**src/lidar_point_camera_projection_core_defines.svh**
```systemverilog
// ----------------------------------------------------------------------------
// lidar point camera projection: assertion macros
// Concurrent assertion helpers used by the projection core output stage.
// ----------------------------------------------------------------------------
`ifndef LIDAR_POINT_CAMERA_PROJECTION_CORE_DEFINES_SVH
`define LIDAR_POINT_CAMERA_PROJECTION_CORE_DEFINES_SVH

`ifndef SYNTHESIS

// property that must hold in every cycle out of reset
`define LPCP_ASSERT(lbl, clk, rst_n, prop, msg) \
  lbl: assert property (@(posedge clk) disable iff (!rst_n) (prop)) else $error(msg);

// antecedent in one cycle implies consequent in the next
`define LPCP_ASSERT_NEXT(lbl, clk, rst_n, ante, cons, msg) \
  lbl: assert property (@(posedge clk) disable iff (!rst_n) (ante) |=> (cons)) \
    else $error(msg);

`else

`define LPCP_ASSERT(lbl, clk, rst_n, prop, msg)
`define LPCP_ASSERT_NEXT(lbl, clk, rst_n, ante, cons, msg)

`endif

`endif

```
**src/lpcp_pkg.sv**
```systemverilog
// ----------------------------------------------------------------------------
// lpcp_pkg
// Shared widths, register indexes, projection matrix and stage types.
// ----------------------------------------------------------------------------
`default_nettype none

package lpcp_pkg;

  // field and datapath widths
  localparam int COORD_W   = 32;
  localparam int COEF_W    = 27;
  localparam int PROD_W    = COORD_W + COEF_W;
  localparam int H_W       = 64;
  localparam int PIX_W     = 12;
  localparam int CFG_W     = 13;
  localparam int CFG_IDX_W = 1;

  // register indexes
  localparam logic [CFG_IDX_W-1:0] REG_IMAGE_COLS = 1'b0;
  localparam logic [CFG_IDX_W-1:0] REG_IMAGE_ROWS = 1'b1;

  // register reset values
  localparam logic [CFG_W-1:0] IMAGE_COLS_RST = 13'd1242;
  localparam logic [CFG_W-1:0] IMAGE_ROWS_RST = 13'd375;

  typedef logic signed [COEF_W-1:0] coef_t;

  // composed projection matrix, Q10.16, row-major 3x4
  localparam coef_t PROJ [3][4] = '{
    '{ 27'sd39358304, -27'sd46409571,   -27'sd628816, -27'sd10323450},
    '{ 27'sd11699700,    27'sd351456, -27'sd46415411,  -27'sd7400505},
    '{    27'sd65535,      -27'sd118,      -27'sd426,    -27'sd21482}
  };

  // sign and depth flags carried along the divider
  typedef struct packed {
    logic pos;
    logic neg_col;
    logic neg_row;
  } div_flags_t;

  // one result item
  typedef struct packed {
    logic             on_image;
    logic [PIX_W-1:0] row;
    logic [PIX_W-1:0] col;
  } pixel_t;

endpackage

`default_nettype wire

```
**src/lpcp_out.sv**
```systemverilog
// ----------------------------------------------------------------------------
// lpcp_out
// Bounds test, output register and skid stage toward the result channel.
// ----------------------------------------------------------------------------
`default_nettype none

`include "lidar_point_camera_projection_core_defines.svh"

module lpcp_out #(
  parameter int QW            = 13,
  parameter int MAX_IMAGE_DIM = 4096
) (
  input  logic                           clk,
  input  logic                           rst_n,
  input  logic                           in_valid,
  input  lpcp_pkg::div_flags_t           in_flags,
  input  logic [QW-1:0]                  in_q_c,
  input  logic [QW-1:0]                  in_q_r,
  input  logic [lpcp_pkg::CFG_W-1:0]     image_cols,
  input  logic [lpcp_pkg::CFG_W-1:0]     image_rows,
  output logic                           en,
  output logic                           out_valid,
  input  logic                           out_ready,
  output lpcp_pkg::pixel_t               out_pixel
);

  localparam int CW = (QW > lpcp_pkg::CFG_W) ? QW : lpcp_pkg::CFG_W;
  localparam logic [CW-1:0] MAX_B = CW'(MAX_IMAGE_DIM);

  logic [CW-1:0]    cols_ext, rows_ext, eff_c, eff_r;
  logic             on_image;
  lpcp_pkg::pixel_t res_nxt;

  logic             out_vld_r, sk_vld_r;
  lpcp_pkg::pixel_t out_res_r, sk_res_r;

  // bounds saturate at the largest image size
  always_comb begin
    cols_ext = CW'(image_cols);
    rows_ext = CW'(image_rows);
    eff_c    = (cols_ext > MAX_B) ? MAX_B : cols_ext;
    eff_r    = (rows_ext > MAX_B) ? MAX_B : rows_ext;
    // a negative numerator smaller than w still truncates to zero
    on_image = in_flags.pos
               && !(in_flags.neg_col && (in_q_c != '0))
               && !(in_flags.neg_row && (in_q_r != '0))
               && (CW'(in_q_c) < eff_c)
               && (CW'(in_q_r) < eff_r);
    res_nxt.on_image = on_image;
    res_nxt.col      = on_image ? lpcp_pkg::PIX_W'(in_q_c) : '0;
    res_nxt.row      = on_image ? lpcp_pkg::PIX_W'(in_q_r) : '0;
  end

  // pipeline moves whenever the skid stage is empty
  assign en = !sk_vld_r;

  // output and skid control
  always_ff @(posedge clk) begin
    if (!rst_n) begin
      out_vld_r <= 1'b0;
      sk_vld_r  <= 1'b0;
    end else if (sk_vld_r) begin
      if (out_ready) begin
        out_vld_r <= 1'b1;
        sk_vld_r  <= 1'b0;
      end
    end else if (!out_vld_r || out_ready) begin
      out_vld_r <= in_valid;
    end else if (in_valid) begin
      sk_vld_r <= 1'b1;
    end
  end

  // output and skid payload
  always_ff @(posedge clk) begin
    if (sk_vld_r) begin
      if (out_ready) begin
        out_res_r <= sk_res_r;
      end
    end else if (!out_vld_r || out_ready) begin
      out_res_r <= res_nxt;
    end else begin
      sk_res_r <= res_nxt;
    end
  end

  assign out_valid = out_vld_r;
  assign out_pixel = out_res_r;

  // checks
  `LPCP_ASSERT(a_skid_behind_out, clk, rst_n, !sk_vld_r || out_vld_r, "skid full with output empty")
  `LPCP_ASSERT(a_outside_zero, clk, rst_n, !(out_vld_r && !out_res_r.on_image) || ((out_res_r.col == '0) && (out_res_r.row == '0)), "pixel not zero outside image")
  `LPCP_ASSERT(a_skid_fill_on_stall, clk, rst_n, !$rose(sk_vld_r) || $past(out_vld_r && !out_ready), "skid filled without a stall")
  `LPCP_ASSERT_NEXT(a_skid_held, clk, rst_n, sk_vld_r && !out_ready, sk_vld_r, "skid lost while stalled")

endmodule

`default_nettype wire

```
**config.mk**
```make
export PLATFORM = sky130hd
export DESIGN_NAME = lpcp_out
export DESIGN_NICKNAME = d
export VERILOG_FILES = /design/src/lpcp_pkg.sv /design/src/lpcp_out.sv
export VERILOG_INCLUDE_DIRS = /design/src /design/src/src
export SDC_FILE = /design/constraint.sdc
export NUM_CORES = 1
export LEC_CHECK = 0
export BUFFER_PORTS_ARGS = -buffer_cell sky130_fd_sc_hd__buf_2
export CORE_MARGIN = 3
export CORE_UTILIZATION = 35
export CTS_CLUSTER_SIZE = 8
export DETAILED_ROUTE_END_ITERATION = 10
export PLACE_DENSITY_LB_ADDON = 0.1
export RECOVER_POWER = 50
export SLEW_MARGIN = 10
export SYNTH_ARGS = -nofsm -noshare
export SYNTH_HDL_FRONTEND = slang
export SYNTH_SLANG_ARGS = --single-unit
```
**constraint.sdc**
```tcl
create_clock -name clk -period 6.8 [get_ports clk]
set_input_delay 1.36 -clock clk [delete_from_list [all_inputs] [get_ports clk]]
set_output_delay 1.36 -clock clk [all_outputs]
set_load 0.02 [all_outputs]
```
Word level (Yosys, flattened, before mapping) --
Index checks and enable logic that the tools add are counted.
Storage, ports and cells: bits in registers 52, output and inout port bits 27, word-level logic and storage cells 45
Cells by class: order comparisons 4, equal/unequal tests 1, multiplexer cells 14, bitwise gates (word level) 2, reduce and logical (&&, ||, !) cells 16
Operators with widths (number):
- $mux 25 | 3
- $gt 13x13->1 const B | 2
- $lt 13x13->1 | 2
- $mux 13 | 2
- $reduce_bool 13->1 | 2
- $mux 12 | 2
- $mux 1 | 7
- $logic_and 1x1->1 | 6
- $logic_not 1->1 | 4
- $reduce_and 2->1 | 2
- $ne 2x2->1 const B | 1
- $not 1->1 | 2
- $reduce_bool 2->1 | 1
- $logic_or 1x1->1 | 1

Depth between registers and ports, before layout --
depth after elaboration 10, mapped depth 10, mapped depth without buffers 8

Worst setup path before layout --
No wires, ideal clock.
path type input port to flip-flop, start in out_ready, end reg sk_res_r[0] in the netlist's numbering, enable pin, arrival time 3239 ps, required time 6356 ps, slack 3117 ps, stages 1, path through nor3b_1
On the way: longest elaborated chain between the ends 3
RTL lines:
- start: declaration | line lpcp_out.sv:23 | input logic out_ready,
- $logic_or 1x1->1 | line lpcp_out.sv:80 | end else if (!out_vld_r || out_ready) begin
- $not 1->1 (no line)
- $reduce_and 2->1 (no line)
- end signal: assignment | line lpcp_out.sv:83 | sk_res_r <= res_nxt;
- end: declaration | line lpcp_out.sv:35 | lpcp_pkg::pixel_t out_res_r, sk_res_r;
No other way between the ends. A chain may end at the register's enable or synchronous reset.

Final worst setup path --
start in image_rows[12] in the netlist's numbering, end reg out_res_r (netlist bit out_pixel[23]) (data pin)
On the way: longest elaborated chain between the ends 7
RTL lines:
- start: declaration | line lpcp_out.sv:20 | input logic [lpcp_pkg::CFG_W-1:0] image_rows,
- $gt 13x13->1 | line lpcp_out.sv:42 | eff_r = (rows_ext > MAX_B) ? MAX_B : rows_ext;
- $mux 13 (*) | line lpcp_out.sv:42
- $lt 13x13->1 (*) | line lpcp_out.sv:48 | && (CW'(in_q_r) < eff_r);
- $logic_and 1x1->1 (*) | line lpcp_out.sv:48
- $mux 12 (*) | line lpcp_out.sv:51 | res_nxt.row = on_image ? lpcp_pkg::PIX_W'(in_q_r) : '0;
- $mux 25 (*) | line lpcp_out.sv:80
- $mux 25 (*) | line lpcp_out.sv:76 | if (sk_vld_r) begin
- end signal: assignment | line lpcp_out.sv:78 | out_res_r <= sk_res_r;
- end signal: assignment | line lpcp_out.sv:81 | out_res_r <= res_nxt;
- end: declaration | line lpcp_out.sv:35
Mark *: on every way between the ends. The rest lies on a longest branch, timed or not. The select of a mux whose other input is x is not followed.

==> qor_table.md <==
| Stage | Quantity | This run |
|---|---|---|
| outcome | Outcome | complete, no violations |
| synthesis | Number of enable flip-flop cells after synthesis | 50 |
| global routing | Global-route congestion overflow total | 0 |
| min path | Startpoint of the worst hold path | sk_res_r[8] |
| synthesis | Mapped cell area | 0.00307 mm² |
| critical path | R2r setup slk | 4.47 ns |
| synthesis | Most used DFF post-synth | sky130_fd_sc_hd__edfxtp_1 |
| placement | Post-Place Cells | 451 |
| placement | Cell area after placement | 0.00360 mm² |
| clock network | Clk pin slew, worst setup/hold paths | 0.09 ns |
| flow run | Number of maximum-capacitance constraint violations | 0 |
| placement | Total of buffers placed on input and output ports | 85 |
| power | Highest ir drop seen on vdd | 0.0713 mV |
| synthesis | Simple logic cell fraction of the synthesized area | 14.7% |
| synthesis | Mapped Avg Cell Area | 11.2 µm² |
| clock network | Total number of clock tree sinks | 52 |
| clock network | Post_cts resized | 0 |
| synthesis | Fraction of synthesis flops using an asynchronous set or reset pin | 0% |
| critical path | Type of the setup path with the least slack | primary input to flip-flop |
| route | Number of design rule violations left after detail routing | 0 |
| synthesis | Synth top area share | 48.9% |
| final layout | Non-Filler Cell Area, Final | 0.00365 mm² |
| clock network | Post-CTS repair timing setup buffer count | 0 |
| min path | Hold Crit Class | flip-flop to flip-flop |
| route | Vias after detailed routing | 2289 |
| critical path | R2r startpoint | sk_vld_r |
| sta | Unrepaired setup endpoints after global routing | false |
| clock network | Clk Tree Root Cell | sky130_fd_sc_hd__clkbuf_8 |
| final layout | Synthesis-to-layout area growth | 18.9% |
| sta | F_max | 288 MHz |
| floorplanning | Initial Util | 36.6% |
| synthesis | Number of warnings printed during yosys synthesis | 0 |
| route | ANT nets after route | 0 |
| final layout | N_diodes | 0 |
| sta | Min cycle time layout | 3.48 ns |
| power | Power density cells | 179 mW/mm² |
| sta | Hold Fails Final Rpt | 0 |
| critical path | Critical Path Source | image_rows[12] |
| synthesis | Area fraction in compound gates after synthesis | 18.5% |
| sta | Final hold slack | 0.522 ns |
| sta | Post-route fraction of the period consumed by the critical path | 51.1% |
| route | Violation count after the first detailed-route iteration | 160 |
| clock network | Maximum level of the CTS H-tree | 2 |
| floorplanning | Core Region | 0.00838 mm² |
| critical path | Startpoint types | primary input |
| sta | Slew margin rel. | 5.57% |
| floorplanning | Die span in y | 99.7 µm |
| sta | Final setup violation count | 0 |
| global routing | Initial antenna violation count | 0 |
| final layout | Filler cells | 853 |
| floorplanning | Ports placed on the boundary | 86 |
| synthesis | Synthesized flop and latch total | 52 |
| synthesis | Synthesized netlist net count | 357 |
| clock network | Cts hold-fix bufs | 0 |
| floorplanning | Standard-cell row count | 33 |
| synthesis | Number of instances in the synthesized netlist | 274 |
| route | Average wire per standard cell | 14.8 µm |
| critical path | Endpoint type of the worst setup path | flip-flop |
| global routing | First-pass GRT wire length | 11400 µm |
| route | DR pass1 iterations | 4 |
| min path | End point of the worst hold path | out_pixel[8] |
| global routing | Number of global-route vias before repair | 2292 |
| critical path | Cell count of the worst reg-to-reg path | 3 |
| critical path | Crit-path max FO | 50 |
| clock network | CTS tree | yes |
| clock network | Clock insertion delay at the later pin of the skew report | 0.30 ns |
| placement | Gpl congestion | 0.803 |
| synthesis | Top post-synthesis cells by area | sky130_fd_sc_hd__edfxtp_1, sky130_fd_sc_hd__o41ai_2, sky130_fd_sc_hd__ha_1 |
| critical path | Reg2Reg Capture Point | sk_res_r[5] |
| critical path | Arrival time at the worst endpoint | 3.59 ns |
| sta | Summed negative setup slack over all endpoints | 0 ns |
| synthesis | Adder and majority cell fraction of the synthesized area | 9.78% |
| route | Aggregate routed wire length | 6790 µm |
| synthesis | Biggest area consumer among synthesized cells | sky130_fd_sc_hd__edfxtp_1 |
| critical path | Worst EP required | 6.91 ns |
| global routing | Pin count of the biggest net entering global routing | 56 |
| power | P_leak | 1.67 nW |
| route | Via density per instance | 4.99 |
| sta | Worst-case clock skew | 0.00493 ns |
| final layout | Fin nets | 436 |
| synthesis | Number of different library cells in the post-synthesis netlist | 32 |
| placement | Total half-perimeter wirelength after legalization and detailed placement | 4910 µm |
| clock network | Number of buffers inserted during clock tree synthesis | 5 |
| global routing | GRT Util Overall | 14.3% |
| clock network | Clock buffer depth | 2 |
| floorplanning | Area enclosed by the die boundary | 0.00994 mm² |
| final layout | Fraction of final layout cells with drive strength greater than 1 | 31.1% |
| synthesis | Sequential area share after synthesis | 50.2% |
| power | Power consumption | 655 µW |
| synthesis | Post-synthesis xor/xnor area fraction | 0% |
| synthesis | Largest family of logic cells by synthesized area | compound AO/OA/AOI/OAI gates |
| synthesis | Fraction of synthesized area in multiplexers | 0.326% |
| sta | Worst Tran Pin Value | 1.42 ns |
| final layout | Number of standard cells in the final layout excluding fillers | 459 |
| min path | Cell count of the worst hold path | 2 |
| floorplanning | Width of the die | 99.7 µm |
| sta | Max-slew violation count | 0 |
## power breakdown
group          total [mW]  internal, mW  leakage [nW]  switching, mW
clock               0.168        0.0720        0.0399         0.0961
sequential          0.370         0.366         0.567        0.00433
combinational       0.117        0.0406          1.06         0.0765
## cell usage after synthesis (2+ instances only)
cell,number
sky130_fd_sc_hd__edfxtp_1,50
sky130_fd_sc_hd__nor3_1,27
sky130_fd_sc_hd__o41ai_2,24
sky130_fd_sc_hd__dfxtp_1,2
sky130_fd_sc_hd__nor3b_1,2
sky130_fd_sc_hd__ha_1,24
sky130_fd_sc_hd__a31oi_1,2
sky130_fd_sc_hd__o21ai_0,2
sky130_fd_sc_hd__a211oi_1,2
sky130_fd_sc_hd__nand2_1,56
sky130_fd_sc_hd__a41oi_1,2
sky130_fd_sc_hd__clkbuf_1,10
sky130_fd_sc_hd__nor2_1,6
sky130_fd_sc_hd__nor4_1,4
sky130_fd_sc_hd__buf_6,3
sky130_fd_sc_hd__buf_2,4
sky130_fd_sc_hd__a21oi_1,9
sky130_fd_sc_hd__nand4_1,4
sky130_fd_sc_hd__inv_1,28
## metal layers
| metal | track usage, % | up-vias | part of all wire, % |
|---|---|---|---|
| li1 | - | 1173 | - |
| met1 | 21.1 | 1029 | 51 |
| met2 | 21.4 | 85 | 43 |
| met3 | 3.09 | 2 | 6.2 |
| met4 | 3.47 | 0 | 0.56 |
| met5 | 0 | - | 0 |
## cell type report
| cell class | instances | area [µm²] | share of cell area (%) |
|---|---|---|---|
| sequential | 52 | 1540 | 42.2 |
| multi-input combinational | 176 | 1360 | 37.1 |
| timing repair buffer | 90 | 439 | 12.0 |
| tap | 105 | 131 | 3.60 |
| inverter | 28 | 105 | 2.88 |
| clock buffer | 7 | 76.3 | 2.09 |
| clock inverter | 1 | 3.75 | 0.103 |
## critical path, cell delays in order
cell	delay (ns)
sky130_fd_sc_hd__buf_2	0.09
sky130_fd_sc_hd__inv_1	0.28
sky130_fd_sc_hd__nand2_1	0.11
sky130_fd_sc_hd__ha_1	0.30
sky130_fd_sc_hd__a21oi_1	0.16
sky130_fd_sc_hd__o2111ai_1	0.13
sky130_fd_sc_hd__a2111oi_2	0.41
sky130_fd_sc_hd__o211ai_4	0.11
sky130_fd_sc_hd__buf_4	0.34
sky130_fd_sc_hd__o41ai_2	0.28
## kinds of logic after synthesis
| group | count (synthesis) |
|---|---|
| mux | 1 |
| flops | 52 |
| buf+inv | 46 |
| fa+ha+maj | 24 |
| compound gates | 49 |
| simple gates | 102 |
## metrics by stage
step           setup slack, ns  util [%]
5_1_grt                   3.08      43.6
4_1_cts                   3.28      43.9
3_3_place_gp              3.03      43.0
2_1_floorplan             3.12         -
6_report                  3.32      43.6
3_5_place_dp              2.98      43.0
## sequential cells by signal, indices dropped and copies added, names as in the netlist
name	flops
sk_vld_r	1
out_pixel	25
sk_res_r	25
out_valid	1
## worst max-delay path by stage
stage                                to  slack (ns)  depth (start not counted)
after CTS                 out_pixel[23]        3.28                         10
final                     out_pixel[23]        3.32                         10
after floorplan             sk_res_r[0]        3.12                          1
after global routing       out_pixel[0]        3.08                         10
after detailed placement  out_pixel[15]        2.98                         10
after global placement    out_pixel[17]        3.03                         10
## cell usage in the layout, fill, tap and decap left out, drive strengths merged
cell,instances
nand3,1
nand2,56
a22oi,1
nor2b,1
a31oi,2
a21oi,9
a211oi,2
mux2i,1
o41ai,24
nor3b,2
nor2,6
a41oi,2
inv,28
o211ai,1
ha,24
nand4,4
a2111oi,1
clkinv,1
nor3,27
clkbuf,22
dfxtp,2
o21bai,1
o31ai,1
and4,1
buf,75
o21ai,3
o2111ai,1
edfxtp,50
nor4,4
a21boi,1
Note: power is estimated with default switching activity, not from simulation.
